File: config.mk
export PLATFORM = sky130hd
export DESIGN_NAME = msq_div
export DESIGN_NICKNAME = d
export VERILOG_FILES = /design/src/msq_pkg.sv /design/src/msq_div.sv
export SDC_FILE = /design/constraint.sdc
export NUM_CORES = 1
export LEC_CHECK = 0
export BUFFER_PORTS_ARGS = -buffer_cell sky130_fd_sc_hd__buf_2
export CORE_UTILIZATION = 45
export DETAILED_ROUTE_END_ITERATION = 8
export PLACE_DENSITY = 0.81
export SYNTH_ARGS = -nofsm -noshare
export SYNTH_HDL_FRONTEND = slang
export SYNTH_SLANG_ARGS = --single-unit
File: constraint.sdc
create_clock -name clk -period 2.5 [get_ports clk]
set_input_delay 0.25 -clock clk [delete_from_list [all_inputs] [get_ports clk]]
set_output_delay 0.25 -clock clk [all_outputs]
set_load 0.005 [all_outputs]
File: src/msq_pkg.sv
// Shared types, constants and helpers for the melody note sequencer.
// Used by msq_div, the top level and the testbench; depends on nothing else.
`timescale 1ns / 1ps
`default_nettype none

package msq_pkg;

  localparam int NOTE_DEPTH = 256;
  localparam int ADDR_W     = $clog2(NOTE_DEPTH);

  // Request codes.
  localparam logic [1:0] REQ_LOAD  = 2'd0;
  localparam logic [1:0] REQ_START = 2'd1;
  localparam logic [1:0] REQ_TIME  = 2'd2;
  localparam logic [1:0] REQ_STOP  = 2'd3;

  // Configuration register indexes.
  localparam logic [1:0] CFG_TEMPO  = 2'd0;
  localparam logic [1:0] CFG_LENGTH = 2'd1;
  localparam logic [1:0] CFG_LOOP   = 2'd2;

  localparam int CFG_W = 10;

  localparam logic [3:0] REST_CODE = 4'd12;

  // A whole note lasts four beats of 60000 ms / bpm.
  localparam int WHOLE_MS = 60000 * 4;
  localparam int WHOLE_W  = $clog2(WHOLE_MS + 1);
  localparam int DIVD_W   = 23;
  localparam int DIVS_W   = 10;
  localparam int CNT_W    = $clog2(DIVD_W + 1);
  localparam int LEN_W    = 22;
  localparam logic [LEN_W-1:0] LEN_MAX = {LEN_W{1'b1}};

  typedef struct packed {
    logic [1:0]  req_type;
    logic [31:0] now_ms;
    logic [7:0]  entry_index;
    logic [3:0]  pitch_code;
    logic [3:0]  octave_in;
    logic [4:0]  dur_numerator;
    logic [6:0]  dur_denominator;
  } req_t;

  typedef struct packed {
    logic       tone_write;
    logic       tone_silent;
    logic [3:0] pitch_out;
    logic [3:0] octave_out;
    logic       is_playing;
    logic [7:0] note_position;
  } res_t;

  typedef struct packed {
    logic [6:0] den;
    logic [4:0] num;
    logic [3:0] octave;
    logic [3:0] pitch;
  } note_t;

  localparam int ENTRY_W = $bits(note_t);

  // Reduces an 8-bit position to a store address by trial subtraction of
  // shifted copies of the depth, eight narrow steps at most.
  function automatic logic [ADDR_W-1:0] store_addr(input logic [7:0] v);
    int r;
    r = int'(v);
    for (int k = 7; k >= 0; k--) begin
      if (r >= (NOTE_DEPTH << k)) begin
        r = r - (NOTE_DEPTH << k);
      end
    end
    return r[ADDR_W-1:0];
  endfunction

endpackage

`default_nettype wire

File: src/msq_div.sv
// Restoring serial divider, one quotient bit per cycle.
// Depends on msq_pkg for the operand widths.
`timescale 1ns / 1ps
`default_nettype none

module msq_div
  import msq_pkg::*;
(
  input  wire logic              clk,
  input  wire logic              rst,
  input  wire logic              start,
  input  wire logic [DIVD_W-1:0] dividend,
  input  wire logic [DIVS_W-1:0] divisor,
  output logic                   done,
  output logic      [DIVD_W-1:0] quotient
);

  logic [DIVS_W-1:0] rem;
  logic [DIVS_W-1:0] dsor;
  logic [CNT_W-1:0]  cnt;
  logic              busy;
  logic [DIVS_W:0]   trial;
  logic              fits;

  assign trial = {rem, quotient[DIVD_W-1]};
  assign fits  = trial >= {1'b0, dsor};

  always_ff @(posedge clk) begin
    if (rst) begin
      busy <= 1'b0;
      done <= 1'b0;
    end else begin
      done <= 1'b0;
      if (start) begin
        quotient <= dividend;
        rem      <= '0;
        dsor     <= divisor;
        cnt      <= CNT_W'(DIVD_W);
        busy     <= 1'b1;
      end else if (busy) begin
        if (fits) begin
          rem <= DIVS_W'(trial - {1'b0, dsor});
        end else begin
          rem <= trial[DIVS_W-1:0];
        end
        quotient <= {quotient[DIVD_W-2:0], fits};
        cnt      <= cnt - 1'b1;
        if (cnt == CNT_W'(1)) begin
          busy <= 1'b0;
          done <= 1'b1;
        end
      end
    end
  end

endmodule

`default_nettype wire

# After elaboration in Yosys (flattened, before gate mapping)
# Cells that the tools add are included.
[totals] reg_bits=50 in_bits=36 out_inout_bits=24 elab_cells=25
[op_classes] add_sub_neg=2 order_cmp=1 n_eq_ne=1 muxes=9 bitwise=2 n_reduce_logical=4
[op_table] op="23-bit two-way mux" n=2
[op_table] op="10-bit two-way mux" n=2
[op_table] op="11-bit by 10-bit >= comparator with 1-bit output" n=1
[op_table] op="10-bit subtractor" n=1
[op_table] op="5-bit by 1-bit == test with 1-bit output, second input constant" n=1
[op_table] op="5-bit two-way mux" n=1
[op_table] op="5-bit by 1-bit subtractor with 5-bit output, second input constant" n=1
[op_table] op="1-bit two-way mux" n=4
[op_table] op="2-bit AND reduction" n=2
[op_table] op="3-bit OR reduction" n=1
[op_table] op="1-bit NOT" n=2
[op_table] op="2-bit nonzero test" n=1

# Logic depth before layout (Yosys ltp)
[logic_depth] ltp_word=4 mapped_depth=9 mapped_depth_nobuf=9

# Least setup slack after synthesis
# OpenSTA, ideal clock, no wires.
[synth_timing] path_type="input -> register" startpoint="input start" endpoint="register cnt[0] (enable)" setup_ps=435 arrival_ps=2146 required_time_ps=2065 setup_slack_ps=-81 stages=3 n_path_buf=1 cell_sequence="clkbuf_1 > nor2_1 > nor2_1"
[synth_between] elab_chain_cells=2
[synth_lines] item="start, declared" line_no="msq_div.sv:11" text="input wire logic start,"
[synth_lines] item="2-bit nonzero test (no line)"
[synth_lines] item="2-bit AND reduction (no line)"
[synth_lines] item="end signal, assigned" line_no="msq_div.sv:38" text="cnt <= CNT_W'(DIVD_W);"
[synth_lines] item="end signal, assigned" line_no="msq_div.sv:47" text="cnt <= cnt - 1'b1;"
[synth_lines] item="end, declared" line_no="msq_div.sv:20" text="logic [CNT_W-1:0] cnt;"
# Every way passes these cells.
# A chain may end at the register's enable or synchronous reset.

# Final worst setup path
[layout_timing] startpoint="register quotient[22]" endpoint="register rem[6] (data pin)"
[layout_between] elab_chain_cells=3 elab_cells_between_ends=4 cone_classes="add/sub: 1; order compare: 1; mux: 2"
[layout_lines] item="start, declared" line_no="msq_div.sv:15" text="output logic [DIVD_W-1:0] quotient"
[layout_lines] item="start signal, assigned" line_no="msq_div.sv:35" text="quotient <= dividend;"
[layout_lines] item="start signal, assigned" line_no="msq_div.sv:46" text="quotient <= {quotient[DIVD_W-2:0], fits};"
[layout_lines] item="10-bit subtractor / 11-bit by 10-bit >= comparator with 1-bit output (equally long branches)" line_no="msq_div.sv:42, msq_div.sv:26"
[layout_lines] item="10-bit two-way mux (*)" line_no="msq_div.sv:41" text="if (fits) begin"
[layout_lines] item="10-bit two-way mux (*)" line_no="msq_div.sv:40" text="end else if (busy) begin"
[layout_lines] item="end signal, assigned" line_no="msq_div.sv:42" text="rem <= DIVS_W'(trial - {1'b0, dsor});"
[layout_lines] item="end signal, assigned" line_no="msq_div.sv:44" text="rem <= trial[DIVS_W-1:0];"
[layout_lines] item="end, declared" line_no="msq_div.sv:18" text="logic [DIVS_W-1:0] rem;"
# Every way passes the cells marked *; elsewhere a longest branch is shown, timed or not. The select of a mux whose other input is x is not followed.

==> flow_results.xml <==
<?xml version="1.0" encoding="UTF-8"?>
<metrics>
  <group name="sta">
    <metric name="unrepaired_setup_endpoints_after_global_routing" unit="">false</metric>
    <metric name="finalMaxSlewViolations" unit="">0</metric>
    <metric name="timing.final.crit_share" unit="">0.936</metric>
    <metric name="worst-slew-pin-transition" unit="ns">0.420</metric>
    <metric name="setup_ws" unit="ns">0.160</metric>
    <metric name="max_clock_freq" unit="GHz">0.427</metric>
    <metric name="fin_skew" unit="ns">0.00492</metric>
    <metric name="slew_headroom" unit="">0.720</metric>
    <metric name="setup_viol_count_final" unit="">0</metric>
    <metric name="finalCriticalPeriod" unit="ns">2.34</metric>
    <metric name="timing.final.hold_violations" unit="">0</metric>
    <metric name="totalNegativeSetupSlack" unit="ns">0</metric>
  </group>
  <group name="floorplan">
    <metric name="floorplan.initialDensity" unit="">0.476</metric>
    <metric name="top_level_ports" unit="">60</metric>
    <metric name="fp-row-count" unit="">27</metric>
    <metric name="floorplan.core_area" unit="sq um">5610</metric>
    <metric name="die_h" unit="microns">79.0</metric>
    <metric name="die_w" unit="microns">79.0</metric>
    <metric name="die_area" unit="sq um">6250</metric>
  </group>
  <group name="logic_synthesis">
    <metric name="synthTopCellsByArea" unit="">sky130_fd_sc_hd__edfxtp_1, sky130_fd_sc_hd__mux2_2, sky130_fd_sc_hd__ha_1</metric>
    <metric name="synth.lib_cells_used.distinct" unit="">48</metric>
    <metric name="netlist.area_leader.share" unit="">0.540</metric>
    <metric name="share_of_async_settable_or_async_resettable_flops_after_synthesis" unit="">0</metric>
    <metric name="sequential_area_share_after_synthesis" unit="">0.555</metric>
    <metric name="netlist_area_before_placement" unit="sq um">2670</metric>
    <metric name="yosys_most_used_dff" unit="">sky130_fd_sc_hd__edfxtp_1</metric>
    <metric name="syn_nets" unit="">254</metric>
    <metric name="synth_cells" unit="">205</metric>
    <metric name="synth-seq-cells" unit="">50</metric>
    <metric name="synth_warnings" unit="">0</metric>
    <metric name="yosys.area.top_type" unit="">sky130_fd_sc_hd__edfxtp_1</metric>
    <metric name="avg_inst_size_synth" unit="sq um">13.0</metric>
    <metric name="synth_enable_flop_cells" unit="">48</metric>
  </group>
  <group name="pwr">
    <metric name="fraction_of_power_spent_switching_nets" unit="">0.276</metric>
    <metric name="internal_power" unit="mW">1.40</metric>
    <metric name="power.ir.vdd_worst" unit="V">0.000337</metric>
    <metric name="static-leakage-power" unit="nW">1.30</metric>
    <metric name="switching_power" unit="uW">535</metric>
    <metric name="post-layout-total-power" unit="mW">1.94</metric>
    <metric name="power-per-cell-area" unit="nW/um^2">608</metric>
    <metric name="clockPowerShare" unit="">0.231</metric>
    <metric name="p_comb_frac" unit="">0.238</metric>
    <metric name="power_frac_seq" unit="">0.531</metric>
  </group>
  <group name="clocking">
    <metric name="clk-insertion-delay-late" unit="ns">0.30</metric>
    <metric name="setup_bufs_post_cts" unit="">0</metric>
    <metric name="clockBufferDepth" unit="">2</metric>
    <metric name="cts_sink_count" unit="">50</metric>
    <metric name="htree_num_levels" unit="">2</metric>
    <metric name="tritoncts" unit="">built</metric>
    <metric name="cts_hold_buffers" unit="">0</metric>
    <metric name="cts_made_buffers" unit="">5</metric>
    <metric name="clkSlewWorstSetupHoldPaths" unit="ns">0.09</metric>
    <metric name="cts_root_buf" unit="">sky130_fd_sc_hd__clkbuf_8</metric>
    <metric name="number_of_instances_resized_during_post_cts_repair" unit="">0</metric>
  </group>
  <group name="detailed_routing">
    <metric name="vias_per_inst" unit="">5.45</metric>
    <metric name="routed_wl" unit="microns">5280</metric>
    <metric name="vias" unit="">1876</metric>
    <metric name="detailedRoute.firstPassIterationCount" unit="">4</metric>
    <metric name="route.detailed.drc" unit="">0</metric>
    <metric name="drt.antenna.violating_nets" unit="">0</metric>
    <metric name="count_of_routing_violations_after_the_opening_detailed_route_iteration" unit="">124</metric>
    <metric name="wl_per_cell" unit="microns">15.3</metric>
  </group>
  <group name="min_path">
    <metric name="hold-path-cell-count" unit="">1</metric>
    <metric name="hold_class" unit="">in2reg</metric>
    <metric name="timing.hold.worst_endpoint" unit="">dsor[7]$_DFFE_PP_</metric>
    <metric name="beginning_of_the_worst_hold_path" unit="">divisor[7]</metric>
  </group>
  <group name="placed_design">
    <metric name="setup_slack_after_placement" unit="ns">0.166</metric>
    <metric name="detailed_place_hpwl" unit="microns">3840</metric>
    <metric name="placement.io_buffers" unit="">59</metric>
    <metric name="globalplace.congestion" unit="">0.865</metric>
    <metric name="place_area" unit="sq um">3110</metric>
  </group>
  <group name="final_layout">
    <metric name="drive_gt1_frac" unit="">0.397</metric>
    <metric name="insertedDiodeCount" unit="">0</metric>
    <metric name="syn2layout_area_growth" unit="%">19.4</metric>
    <metric name="nFillCells" unit="">498</metric>
    <metric name="finalInstanceArea" unit="sq um">3190</metric>
    <metric name="net_count_reported_at_finish" unit="">321</metric>
  </group>
  <group name="worst_setup_path">
    <metric name="critPathLaunchType" unit="">flip-flop</metric>
    <metric name="worstSetupPathType" unit="">reg2reg</metric>
    <metric name="timing.critical_path.arrival" unit="ns">2.49</metric>
    <metric name="path_max_fanout" unit="">4</metric>
    <metric name="setup.worst_path.end_class" unit="">flip-flop</metric>
    <metric name="worst_r2r_path_depth" unit="">9</metric>
    <metric name="r2r_end" unit="">rem[6]$_SDFFCE_PP0P_</metric>
    <metric name="worstReg2RegStart" unit="">quotient[22]$_DFFE_PP_</metric>
    <metric name="timing.reg2reg.setup_slack" unit="ns">0.16</metric>
    <metric name="critical_path_required" unit="ns">2.65</metric>
  </group>
  <group name="grt">
    <metric name="wire_length_of_the_first_global_routing_pass" unit="microns">8760</metric>
    <metric name="grt.met2_usage" unit="">0.302</metric>
    <metric name="grt.overflow.total" unit="">0</metric>
    <metric name="grt_max_degree" unit="">40</metric>
    <metric name="groute.layer.met1.usage" unit="">0.232</metric>
    <metric name="gr-usage-all-layers" unit="">0.182</metric>
    <metric name="first_global_vias" unit="">1897</metric>
    <metric name="grt.met3_usage" unit="">0.0494</metric>
    <metric name="antenna_violations_before_repair" unit="">0</metric>
    <metric name="grt-busiest-layer" unit="">met2</metric>
  </group>
  <group name="job">
    <metric name="max_cap_violations" unit="">0</metric>
  </group>
  <group name="outcome">
    <metric name="run_status" unit="">completed</metric>
  </group>
</metrics>
-- state kept, by name, indices dropped and copies added (netlist names) --
name      flops
busy          1
cnt           5
done          1
dsor         10
quotient     23
rem          10
-- layer usage --
| metal | routed length, microns | up-vias |
|---|---|---|
| met3 | 341 | 7 |
| met5 | 0 | - |
| met2 | 2590 | 73 |
| li1 | - | 915 |
| met4 | 65 | 0 |
| met1 | 2280 | 881 |
-- worst max path at each step --
stage / startpoint / end / depth (start not counted)
4_1_cts: quotient[22]$_DFFE_PP_ / rem[6]$_SDFFCE_PP0P_ / 9
6_report: quotient[22]$_DFFE_PP_ / rem[6]$_SDFFCE_PP0P_ / 9
3_5_place_dp: quotient[22]$_DFFE_PP_ / rem[6]$_SDFFCE_PP0P_ / 9
2_1_floorplan: rem[5]$_SDFFCE_PP0P_ / rem[4]$_SDFFCE_PP0P_ / 6
3_3_place_gp: quotient[22]$_DFFE_PP_ / rem[6]$_SDFFCE_PP0P_ / 9
5_1_grt: quotient[22]$_DFFE_PP_ / rem[6]$_SDFFCE_PP0P_ / 9
-- cell type report --
type	instances	area, sq um	share of cell area
well taps	72	90.1	0.0282
clock buffers	5	68.8	0.0216
flip-flops and latches	50	1480	0.464
repair buffers	66	360	0.113
clock inverters	2	10.0	0.00314
inverters	16	60.1	0.0188
multi-input cells	133	1120	0.351
-- cell families after synthesis --
group                      share of synthesized area
xor gates and xnor gates                      0.0164
buffers and inverters                         0.0314
adders and majority gates                     0.0637
muxes                                          0.119
and+or+nand+nor                               0.0796
AOI/OAI and AO/OA                              0.135
DFF                                            0.555
-- cell usage after synthesis (2+ instances only) --
cell type	count
sky130_fd_sc_hd__mux2i_1	4
sky130_fd_sc_hd__xnor2_1	3
sky130_fd_sc_hd__clkbuf_1	5
sky130_fd_sc_hd__nor2_1	9
sky130_fd_sc_hd__nor3_1	5
sky130_fd_sc_hd__a211oi_1	10
sky130_fd_sc_hd__nand2_1	12
sky130_fd_sc_hd__a21oi_4	2
sky130_fd_sc_hd__inv_1	16
sky130_fd_sc_hd__dfxtp_1	2
sky130_fd_sc_hd__ha_1	12
sky130_fd_sc_hd__mux2_2	22
sky130_fd_sc_hd__a21oi_1	6
sky130_fd_sc_hd__o21ai_0	7
sky130_fd_sc_hd__nor2b_1	2
sky130_fd_sc_hd__edfxtp_1	48
sky130_fd_sc_hd__xor2_1	2
sky130_fd_sc_hd__o21a_1	3
sky130_fd_sc_hd__mux2_4	2
sky130_fd_sc_hd__nand2b_1	2
sky130_fd_sc_hd__nand3_1	3
sky130_fd_sc_hd__and3_1	2
-- power groups by stage --
stage          clock [mW]  sequential, mW  combinational, mW
5_1_grt             0.487            1.04              0.509
3_5_place_dp            0            1.05              0.457
3_3_place_gp            0            1.05              0.448
6_report            0.448            1.03              0.462
4_1_cts             0.462            1.03              0.460
2_1_floorplan           0            1.04              0.319
-- cell usage in the layout (no fill, tap or decap), drive strengths merged, types with 2 or more instances in the layout --
| cell type | count |
|---|---|
| a21oi | 9 |
| dfxtp | 2 |
| edfxtp | 48 |
| nand2b | 2 |
| nand2 | 12 |
| clkbuf | 5 |
| a211oi | 11 |
| nor3 | 5 |
| nand3 | 3 |
| o21a | 3 |
| xnor2 | 3 |
| mux2i | 4 |
| and3 | 2 |
| nor2b | 2 |
| nor2 | 9 |
| a21o | 2 |
| inv | 16 |
| ha | 12 |
| buf | 66 |
| o21ai | 7 |
| clkinv | 2 |
| xor2 | 2 |
| nand3b | 2 |
| mux2 | 24 |
| o211ai | 2 |
-- through the flow --
step	util	instances	hold slack [ns]
2_1_floorplan	-	205	0.329
3_3_place_gp	0.554	337	0.427
3_5_place_dp	0.554	337	0.428
4_1_cts	0.568	344	0.105
5_1_grt	0.569	344	0.106
6_report	0.569	344	0.120
-- worst max-delay path, stage by stage, from the launching register on --
cell                       delay (ns)
sky130_fd_sc_hd__edfxtp_1        0.41
sky130_fd_sc_hd__inv_1           0.08
sky130_fd_sc_hd__ha_1            0.16
sky130_fd_sc_hd__inv_1           0.05
sky130_fd_sc_hd__fa_1            0.42
sky130_fd_sc_hd__a211oi_2        0.24
sky130_fd_sc_hd__nor2_1          0.11
sky130_fd_sc_hd__or4_1           0.41
sky130_fd_sc_hd__a41o_1          0.20
sky130_fd_sc_hd__mux2i_1         0.12
No activity file was read; power rests on OpenSTA's default activity.
