[config.mk]
export PLATFORM = sky130hd
export DESIGN_NAME = msq_ram
export DESIGN_NICKNAME = d
export VERILOG_FILES = /design/src/msq_ram.sv
export SDC_FILE = /design/constraint.sdc
export NUM_CORES = 1
export LEC_CHECK = 0
export BUFFER_PORTS_ARGS = -buffer_cell sky130_fd_sc_hd__buf_2
export CAP_MARGIN = 20
export CORE_MARGIN = 1
export CORE_UTILIZATION = 60
export CTS_BUF_LIST = sky130_fd_sc_hd__clkbuf_2 sky130_fd_sc_hd__clkbuf_4 sky130_fd_sc_hd__clkbuf_8
export DETAILED_ROUTE_END_ITERATION = 12
export PLACE_DENSITY = 0.79
export SLEW_MARGIN = 40
export SYNTH_ARGS = -nofsm -noshare
export SYNTH_HDL_FRONTEND = slang
export SYNTH_SLANG_ARGS = --single-unit
export TNS_END_PERCENT = 30
[constraint.sdc]
create_clock -name clk -period 3.35 [get_ports clk]
set_input_delay 0.335 -clock clk [delete_from_list [all_inputs] [get_ports clk]]
set_output_delay 0.335 -clock clk [all_outputs]
set_load 0.02 [all_outputs]
[src/msq_ram.sv]
// Generic single-write, single-read synchronous RAM with registered read.
// Standalone; holds the note store of the sequencer.
`timescale 1ns / 1ps
`default_nettype none

module msq_ram #(
  parameter int WIDTH = 8,
  parameter int DEPTH = 16
) (
  input  wire logic                     clk,
  input  wire logic                     we,
  input  wire logic [$clog2(DEPTH)-1:0] waddr,
  input  wire logic [WIDTH-1:0]         wdata,
  input  wire logic [$clog2(DEPTH)-1:0] raddr,
  output logic      [WIDTH-1:0]         rdata
);

  logic [WIDTH-1:0] mem [DEPTH];

  always_ff @(posedge clk) begin
    if (we) begin
      mem[waddr] <= wdata;
    end
    rdata <= mem[raddr];
  end

endmodule

`default_nettype wire

Word level (Yosys, flattened, before mapping)

Memory sizes are Yosys's and may differ from the RTL's. A register that Yosys moved wholly into a read port is not among the register bits.
Cells that the tools add are included.

Register bits after elaboration: 0
Bits in writable memories: 128
Input port bits: 18
Output and inout port bits: 8
Logic and storage cells: 3
Memories kept: 1

Memory list:

| name | depth | width | read ports | clocked after memory_dff | wr ports | RTL line | text |
|---|---|---|---|---|---|---|---|
| mem  | 16    | 8     | 1          | 1                        | 1        | 18       | `logic [WIDTH-1:0] mem [DEPTH];` |

Multiplexer cells: 2

Operators with widths:

| cell             | number |
|---|---|
| 1-bit 2-to-1 mux | 2 |

Depth between registers and ports, before layout

Gate-level depths: netlist of the first run.

Depth after elaboration: 2
Depth in mapped cells: 5

Least setup slack after synthesis of the first run

No wires, ideal clock.

Path kind: input -> register
From: input port waddr[2]
To: memory mem[0][0] (enable)
Data arrival time: 1445 ps
Required time: 2967 ps
Slack: 1522 ps
Stages on the path: 2
Path buffers: 0
Path through: or3b_2 -> nor3_1

RTL lines:

| element            | RTL line | text |
|---|---|---|
| start: declaration | 12       | `input wire logic [$clog2(DEPTH)-1:0] waddr,` |
| end: declaration   | 18       |  |

Straight into the memory's write port.

==> summary by stage, run 1 <==
Placed design
The total of buffers placed on input and output ports is 25. The final weighted congestion in routability-driven placement is 0.696. In this run the cell area measured after placement is 5380 sq um. The detailed placer's ending HPWL is 5.96 mm.

STA
The shortest clock period the worst path allows after layout is 1.72 ns. The number of pins with negative max-slew slack in the final report was 0. The count of endpoints failing hold in the final timing report is 0.

Adding up every negative setup slack in the final design gives 0 ns. The clock skew after layout is 0.0103 ns. Timing would allow up to 580 MHz. Dividing the final minimum period by the clock period gives 51.5%. The actual transition at the worst max-transition pin is 0.825 ns. The count of final setup violators is 0.

The worst pin sits at a relative slew slack of 44.8%. Setup repair after global routing left no endpoint under its margin.

Floorplan
The number of cell rows is 33. During I/O placement, the number of pins put on the boundary was 26. Once the floorplan was initialized, standard cells occupied 62.3% of the core. In this run the horizontal extent of the chip is 94.6 um. In this run the vertical extent of the chip is 94.6 um. The core footprint is 8260 sq um. The area of the die is 8950 sq um.

Finish
At the end of the flow, the number of nets in the layout was 286. The final instance area is 5770 sq um. The area growth from synthesis to layout is 12.2%.

Of the cells placed in the final design, the portion with a size suffix greater than 1 is 31.3%. The number of antenna diodes is 0. The most frequent standard cell in the layout excluding fill and tap cells is sky130_fd_sc_hd__edfxtp_1. The library cells used most frequently in the layout, excluding fill and tap cells, are sky130_fd_sc_hd__edfxtp_1, sky130_fd_sc_hd__buf_2, sky130_fd_sc_hd__mux4_2, sky130_fd_sc_hd__clkbuf_8, sky130_fd_sc_hd__a22oi_1.

CTS
In this run, post-CTS hold repair placed 0 buffers. Buffers added to address setup during post-CTS repair amount to 0. CTS built an H-tree with a depth of 4. TritonCTS built the clock tree. The latest clock arrival within the worst-skew pair is 0.42 ns.

The clock transition at the register clock pins on the worst setup and hold paths after CTS is 0.07 ns. CTS placed an instance of sky130_fd_sc_hd__clkbuf_8 at the clock tree root. The clock passes through at most 2 buffers. Post-CTS repair changed the size of 0 cells. CTS saw 136 sinks. In this run, CTS created clock tree buffers numbering 17.

Synth
The sequential cell area fraction in the yosys report is 77.8%. The Yosys warning count is 0. The cell area that synthesis handed to floorplanning was 5150 sq um.

Counting flops and latches in the post-synthesis netlist gives 136. Synthesis produced a netlist whose cell count is 229. The number of nets handed over by synthesis was 247. Yosys mapped the design onto 19 distinct sky130hd cell types. After synthesis, the mean cell area works out to 22.5 sq um.

Worst hold path
The class of the tightest hold or removal check is in -> reg. In this run the most critical hold path is launched from wdata[3].

Critical path
The origin of the worst setup path is raddr[0]. In this run the worst path has a maximum fanout of 17. The endpoint required time on the critical path is 3.65 ns. The arrival time at the worst endpoint is 2.02 ns. STA classifies the critical path startpoint as an input port. The critical path in this run is classified as in -> reg. The worst register-to-register path begins at mem[10][4]. The worst setup path is captured at a flip-flop.

Run status
The flow ran to the end, and the final reports show no timing, DRC or antenna violations.

GRT
The wire length of the first global-routing pass is 14.1 mm. For met2 alone, demand over resource in global routing was 37.9%. The largest net degree at the start of global routing is 33. Global routing consumed, over all layers together, 23.8% of the routing resources. The layer flagged by global routing as most heavily used is met2. The via count of the first global-routing pass is 2478.

The remaining global-route overflow is 0. In the global route stage, met3 resource usage came out at 6.52%. The number of antenna violations at the first check in global routing is 0.

For this run, global-route usage on met1 was measured as 31.0%.

Power and ir drop
The share of total power dissipated in sequential elements is 56.8%. The power dissipated by switching net loads is 0.712 mW. The proportion of power drawn by the clock network is 37.9%. Of the total power, the share spent switching nets is 21.2%.

Cell internal power was estimated by the tool at 2.65 mW. Of the total power, combinational logic draws 5.3%. The total power divided by cell area is 583 nW/um^2. The worst ir drop on vdd is 0.288 mV.

The leakage dissipation is 1.92 nW.

Routing
The detailed router's first-iteration violation count is 241. Summing over every cut layer, the via total after detailed routing is 2396. The final routed wire length divided by cell count is 24.3 um. The detailed-router iteration count before antenna repair is 4. For this run, design rule violations remaining after detail routing come to 0. The routed design has 9.40 mm of wire. In this run the remaining antenna-violating nets after routing total 0.

Using the TritonRoute via totals, the vias-per-cell ratio works out to 6.21.

Flow run
The number of max-cap violations is 0.
-- synthesized netlist by cell type --
cell | number | area [sq um]
sky130_fd_sc_hd__and2b_1 | 1 | 7.51
sky130_fd_sc_hd__nand2b_1 | 2 | 12.5
sky130_fd_sc_hd__mux4_1 | 14 | 368
sky130_fd_sc_hd__clkdlybuf4s25_2 | 3 | 30.0
sky130_fd_sc_hd__nand3b_1 | 2 | 15.0
sky130_fd_sc_hd__nor3_1 | 4 | 20.0
sky130_fd_sc_hd__nand2_1 | 9 | 33.8
sky130_fd_sc_hd__a22oi_1 | 16 | 120
sky130_fd_sc_hd__buf_6 | 3 | 33.8
sky130_fd_sc_hd__or3b_2 | 1 | 8.76
sky130_fd_sc_hd__mux4_2 | 18 | 405
sky130_fd_sc_hd__nor2_1 | 13 | 48.8
sky130_fd_sc_hd__buf_2 | 3 | 15.0
sky130_fd_sc_hd__and2_1 | 1 | 6.26
sky130_fd_sc_hd__nor2b_1 | 1 | 6.26
sky130_fd_sc_hd__edfxtp_1 | 128 | 3840
sky130_fd_sc_hd__nand3_1 | 1 | 5.00
sky130_fd_sc_hd__dfxtp_1 | 8 | 160
sky130_fd_sc_hd__buf_4 | 1 | 7.51
-- critical path: stages --
cell                      delay, ns
sky130_fd_sc_hd__buf_2         0.43
sky130_fd_sc_hd__buf_12        0.25
sky130_fd_sc_hd__mux4_1        0.57
sky130_fd_sc_hd__a22oi_1       0.34
sky130_fd_sc_hd__nand2_1       0.08
-- cells by family after synthesis --
| group | count (synthesis) | share of synthesized area (%) |
|---|---|---|
| compound gates | 16 | 2.33 |
| buf+inv | 10 | 1.68 |
| flops | 136 | 77.8 |
| mux | 32 | 15.0 |
| simple gates | 35 | 3.18 |
-- power groups by stage --
stage	registers (mW)	clock network, mW	logic, mW
floorplan	1.96	0	0.0966
global placement	1.95	0	0.173
detailed placement	1.95	0	0.179
CTS	1.91	1.29	0.180
global route	1.92	1.36	0.192
finish	1.91	1.27	0.179
-- layer usage --
metal  part of all wire [%]  vias to the layer above  routed length (um)
li1                       -                     1053                   -
met1                     39                     1213                3620
met2                     51                      116                4820
met3                    8.6                       14                 806
met4                    1.6                        0                 147
met5                      0                        -                   0
-- stage by stage --
step           util (%)  worst slack [ns]  hold WS, ns  total power [mW]  cells
2_1_floorplan         -              1.52        0.434              2.06    229
4_1_cts            69.8              1.62        0.260              3.38    386
6_report           69.9              1.63        0.289              3.37    386
5_1_grt            69.9              1.56        0.266              3.47    386
3_3_place_gp       65.0              1.18        0.660              2.12    354
3_5_place_dp       65.1              1.18        0.667              2.13    354
-- area by class of cell --
class / instances / area, sq um
clock buffers: 19 / 255
fillers: 503 / 2480
clock inverters: 13 / 130
repair buffers: 30 / 175
multi-input cells: 83 / 1080
flip-flops and latches: 136 / 4000
well taps: 105 / 131
-- state kept, by name, summed over array words and instances, names as in the netlist --
| register | flops |
|---|---|
| mem | 128 |
| rdata | 8 |
-- final timing paths --
path	slack, ns	end	cells past startpoint
worst max-delay path	1.63	rdata[4]	5
worst min-delay path	0.29	mem[13][3]	1
worst max register to register	1.92	rdata[4]	3
worst min register to register	0.69	rdata[5]	3
Note: power is estimated with default switching activity, not from simulation.
==> inputs of run 2 (changes only) <==
Settings changed: CORE_UTILIZATION 60 to 57.
Clock period 3.35 ns to 1.4 ns, I/O delays scaled along.
==> summary by stage, run 2 (synthesis results as in run 1) <==
CTS
The latest clock arrival within the worst-skew pair is 0.41 ns. Clock-pin slew was measured on the worst setup and hold paths at 0.07 ns. The clock tree from TritonCTS is yes. The number of clock buffers inserted by TritonCTS is 17. The deepest level of the CTS H-tree is 4. After clock tree synthesis, the flow added hold-fix buffers numbering 0. The longest clock path from root to sink contains 2 buffers. Clock tree synthesis found a total of 136 sinks. The tree is rooted in a sky130_fd_sc_hd__clkbuf_8.

Floorplan
The horizontal die dimension is 97.0 um. The count of boundary I/O pins is 26. The floorplan step set the die height to 97.0 um. The core footprint is 8720 sq um. The area of the die is 9410 sq um. In this run the core area contains 34 standard-cell rows.

The initial utilization of the core area, before any placement, comes to 59.0%.

STA
For this run, the top clock speed supported by timing is 744 MHz. The number of pins with negative max-slew slack in the final report came to 0. Setup repair after global routing left no endpoint under its margin. The count of endpoints failing hold in the final timing report was 0.

The actual transition at the worst max-transition pin is 0.685 ns. Of the available clock period, the critical path in the final layout requires 96.0%. The count of final setup violators is 0. Hold timing on the final database bottoms out at a slack of 0.108 ns. Between clock sinks in the finished design, the worst skew comes to 0.00742 ns. The worst pin sits at a relative slew slack of 54.2%.

The clock period could shrink to 1.34 ns.

Routing
The routed wire length is 9.20 mm. The number of DRC violations after detailed routing is 0. The number of vias in the routed layout is 2428.

Once detail routing completed, the nets flagged for antenna violations numbered 0. The detail-routed via count per cell is 5.86. The detailed router's first-iteration violation count is 155. The detailed-router iteration count before antenna repair is 4. The final routed wire length divided by cell count is 22.2 um.

Critical path
For the worst setup path, the data arrival time is 1.65 ns. The worst setup path category is reg -> reg. The peak fanout along the critical path is 1. The type of element launching the critical path is a flip-flop. The endpoint required time on the critical path is 1.70 ns. The kind of end point of the critical path is a flip-flop.

Placed design
The number of instances in the placed design is 382. Input and output buffers added on the ports amount to 25. The detailed placer's ending HPWL is 6.01 mm.

The congestion estimate from routability-driven global placement came to 0.794.

Power and ir drop
The switching portion of total power is 19.7%. The worst ir drop on vdd is 0.991 mV. In this run the power spent charging and discharging nets is 1.69 mW. In this run the power density over the cells is 1420 nW/um^2. Combinational cells account for 5.5% of the total power. Sequential cells burn 53.4% of the power. In this run the static leakage power is 2.08 nW. The internal power consumption is 6.87 mW. The share of total power dissipated in the clock network is 41.1%.

GRT
The remaining global-route overflow is 0. The largest net degree at the start of global routing is 24. The number of antenna violations at the first check in global routing is 0. The first global-routing pass estimated 14.1 mm of wire. The via count of the first global-routing pass is 2557.

The overall fraction of global-route tracks in use is 21.3%.

Finish
0 antenna diodes ended up in the layout. The register with the most flip-flops in the layout has 128 of them. After the last flow step, the layout net total stands at 311. The finished layout holds 414 standard cells, fillers aside. The largest registers in the layout are mem: 128 flops, rdata: 8 flops.

From synthesis to final layout, the design area changed by 17.4%. In the layout the commonest cells are sky130_fd_sc_hd__edfxtp_1, sky130_fd_sc_hd__buf_4, sky130_fd_sc_hd__buf_2, sky130_fd_sc_hd__mux4_2, sky130_fd_sc_hd__clkbuf_8. The register with the most flip-flops is mem.

The most frequent standard cell in the layout excluding fill and tap cells is sky130_fd_sc_hd__edfxtp_1. Of the cells placed in the final design, the portion with a size suffix greater than 1 is 34.6%.

Flow run
The number of max-cap violations is 0.

Run status
The run finished with clean final reports.

Worst hold path
The min-delay analysis places its worst path in the category in -> reg.
run 2: layout make-up:
type / instances / area (sq um)
Multi-Input combinational cell: 83 / 1070
Sequential cell: 136 / 4000
Timing Repair Buffer: 55 / 388
Clock buffer: 18 / 241
Tap cell: 108 / 135
Clock inverter: 14 / 206
Fill cell: 554 / 2680
run 2: power by group through the flow:
stage                     logic, mW  registers [mW]  clock network, mW
after floorplan               0.231            4.69                  0
after global placement        0.451            4.66                  0
after detailed placement      0.469            4.66                  0
after CTS                     0.471            4.58               3.58
after global routing          0.500            4.58               3.74
final                         0.467            4.57               3.52
run 2: repair_timing:
action	CTS	global route
resized for setup	0	1
setup endpoints to repair	0	1
buffers inserted	0	0
run 2: metal layers:
metal	vias to the layer above	wire, um	global-route usage [%]
met5	-	0	0
met4	0	206	10.4
met3	15	441	5.64
met2	82	4710	33.4
met1	1232	3840	27.9
li1	1099	-	-
run 2: path summary, 6_finish.rpt:
check / from / endpoint / slack, ns / depth (start not counted)
max: mem[4][2] / rdata[2] / 0.06 / 3
min: wdata[5] / mem[7][5] / 0.11 / 1
max reg2reg: mem[4][2] / rdata[2] / 0.06 / 3
min reg2reg: mem[11][2] / rdata[2] / 0.68 / 3
run 2: worst max-delay path: stages (launching register included):
cell	delay [ns]
sky130_fd_sc_hd__edfxtp_1	0.39
sky130_fd_sc_hd__mux4_1	0.57
sky130_fd_sc_hd__a22oi_2	0.20
sky130_fd_sc_hd__nand2_1	0.07
run 2: per-stage QoR:
step / setup TNS, ns / power (mW) / utilization (%) / area, sq um / worst slack, ns
3_5_place_dp: -1.16 / 5.13 / 64.1 / 5590 / -0.143
4_1_cts: 0 / 8.62 / 69.2 / 6040 / 0.0121
3_3_place_gp: -0.553 / 5.11 / 64.1 / 5590 / -0.118
5_1_grt: 0 / 8.82 / 69.3 / 6040 / 0.0233
2_1_floorplan: -0.147 / 4.92 / - / 5150 / -0.00615
6_report: 0 / 8.56 / 69.3 / 6040 / 0.0555
==> inputs of run 3 (changes only) <==
Settings changed: CORE_ASPECT_RATIO set to 0.5.
==> summary by stage, run 3 (synthesis results as in run 1) <==
Routing
The remaining number of nets flagged by the antenna check after routing is 0. The pre-antenna-repair detailed-routing pass consisted of 5 iterations. The final routed wire length divided by cell count is 22.8 um. The detail-routed via count per cell is 6.04. The number of DRC violations after detailed routing is 0. The routed design has 9.62 mm of wire.

The detailed router's first-iteration violation count is 217. The number of vias in the routed layout is 2548.

Critical path
The highest cell delay on the worst timing path is 0.54 ns. In this run the worst path has a maximum fanout of 1. In this run the worst setup path begins at mem[1][1].

The worst reg-to-reg setup slack is 0.04 ns. The signal on the critical path passes through mux4_1 > a22oi_2 > nand2_1. The most critical setup path has its endpoint at rdata[1]. The worst setup path category is reg -> reg. In this run the critical register-to-register path is launched from mem[1][1]. The endpoint required time on the critical path is 1.71 ns. For the worst setup path, the data arrival time is 1.67 ns. The endpoint of the most critical register-to-register path is rdata[1]. STA classifies the critical path startpoint as a flip-flop.

The worst setup path is captured at a flip-flop. The slowest stage of the critical path is the sky130_fd_sc_hd__mux4_1 cell. For the worst flop-to-flop path, the logic depth is 3.

Placed design
The detailed placer's ending HPWL is 6.13 mm. At the end of routability-driven placement, the weighted congestion stood at 0.860. The total of buffers placed on input and output ports is 25.

STA
The actual transition at the worst max-transition pin is 0.849 ns. The shortest clock period the worst path allows after layout is 1.36 ns. The number of pins with negative max-slew slack in the final report came to 0.

The portion of the clock cycle consumed by the worst path in the final layout is 97.3%. The worst pin sits at a relative slew slack of 43.3%. Based on the critical path, the design can be clocked at up to 734 MHz. The count of final setup violators is 0. The count of endpoints failing hold in the final timing report is 0. The clock skew after layout is 0.00821 ns.

CTS
The number of clock sinks seen by CTS is 136. Buffers inserted during clock tree synthesis total 17. TritonCTS built the clock tree. The clock transition at the register clock pins on the worst setup and hold paths after CTS is 0.07 ns.

The buffer depth of the longest clock path is 2. After clock tree synthesis, the flow added hold-fix buffers numbering 0. The deepest level of the CTS H-tree is 4. The latest clock arrival within the worst-skew pair is 0.43 ns.

The cell sitting at the root of the clock tree is a sky130_fd_sc_hd__clkbuf_8.

Floorplan
The count of boundary I/O pins is 26. The core footprint is 8740 sq um. The die covers 9440 sq um. The initial core utilization is 58.9%.

The die span in y is 69.2 um. The horizontal die dimension is 136 um. The initialized floorplan defines 24 standard-cell rows.

Power and ir drop
Combinational logic burns 6.0% of the power. The internal power consumption is 6.51 mW. Dividing total power by cell area gives a power density of 1360 nW/um^2. The switching portion of total power is 20.8%. The leakage dissipation is 2.06 nW. The part of the total power dissipated in sequential elements is 55.6%.

The worst-case IR drop observed on VDD is 1.32 mV. In this run, the clock network consumes 38.4% of the power. For this design the total switching power over the nets is 1.71 mW. The overall power is 8.23 mW.

Finish
The register with the most flip-flops is mem. The layout net count is 310. The library cell used most frequently in the layout, excluding fill and tap cells, is sky130_fd_sc_hd__edfxtp_1. Relative to the synthesized area, the layout overhead comes to 17.1%.

The number of antenna diodes is 0. The final cell utilization of the core is 69.0%. The fraction of layout instances using a drive strength above 1 is 35.7%. The register with the most flip-flops in the layout has 128 of them.

In the final layout, the registers with the most flip-flops are mem: 128 flops, rdata: 8 flops. The top cell types in the final layout, fill and taps aside, are sky130_fd_sc_hd__edfxtp_1, sky130_fd_sc_hd__buf_2, sky130_fd_sc_hd__buf_4, sky130_fd_sc_hd__mux4_2, sky130_fd_sc_hd__clkbuf_8.

GRT
Entering global routing, the biggest net connects 33 pins. The via count of the first global-routing pass came to 2567. The overall fraction of global-route tracks in use is 22.8%.

The number of antenna violations at the first check in global routing is 0. The wire length of the first global-routing pass is 14.7 mm. After global routing the overflow that remains totals 0.

Worst hold path
The instance count along the most critical hold path is 1. The tightest min-delay check is of the in -> reg type. The worst hold path begins at wdata[5].

Run status
The flow ran to the end, and the final reports show no timing, DRC or antenna violations.

Flow run
The number of max-cap violations is 0.
## run 3: per-layer routing
metal | vias to the layer above | global-route usage (%) | wire (um)
met5 | - | 0 | 0
met4 | 0 | 8.15 | 160
met3 | 19 | 7.46 | 813
met2 | 134 | 32.8 | 4580
met1 | 1295 | 33.2 | 4060
li1 | 1100 | - | -
## run 3: area by class of cell
cell class / instances / area [sq um]
Clock buffer: 18 / 241
Sequential cell: 136 / 4000
Timing Repair Buffer: 54 / 393
Clock inverter: 14 / 158
Multi-Input combinational cell: 83 / 1090
Fill cell: 496 / 2710
Tap cell: 117 / 146
## run 3: power groups by stage
stage          Clock [mW]  Combinational, mW  Sequential, mW
2_1_floorplan           0              0.231            4.69
3_3_place_gp            0              0.458            4.65
3_5_place_dp            0              0.480            4.66
4_1_cts              3.21              0.485            4.57
5_1_grt              3.38              0.524            4.58
6_report             3.16              0.494            4.57
## run 3: how the worst min path moves through the flow
stage / to / slack (ns)
after global placement: mem[0][6] / 0.52
final: mem[15][5] / 0.10
after floorplan: mem[0][0] / 0.24
after CTS: mem[14][6] / 0.07
after detailed placement: mem[3][6] / 0.55
after global routing: mem[11][4] / 0.08
## run 3: through the flow
step | std cells | setup slack, ns | TNS, ns | cell area, sq um | hold slack, ns
floorplan | 229 | -0.00615 | -0.147 | 5150 | 0.239
global placement | 390 | -0.193 | -1.23 | 5610 | 0.518
detailed placement | 390 | -0.222 | -1.59 | 5610 | 0.546
CTS | 422 | 0.0104 | 0 | 6000 | 0.0746
global route | 422 | -0.0348 | -0.0348 | 6030 | 0.0787
finish | 422 | 0.0375 | 0 | 6030 | 0.104
## run 3: worst max-delay path, delay by kind of cell (launching register included)
| family | cells | cell delay (ns) |
|---|---|---|
| AO/OA/AOI/OAI | 1 | 0.25 |
| flip-flops | 1 | 0.36 |
| multiplexers | 1 | 0.54 |
| AND/OR/NAND/NOR | 1 | 0.09 |
## run 3: timing repair
action | in CTS | in global routing
resized for setup | 0 | 5
buffers inserted | 0 | 0
setup endpoints to repair | 0 | 4
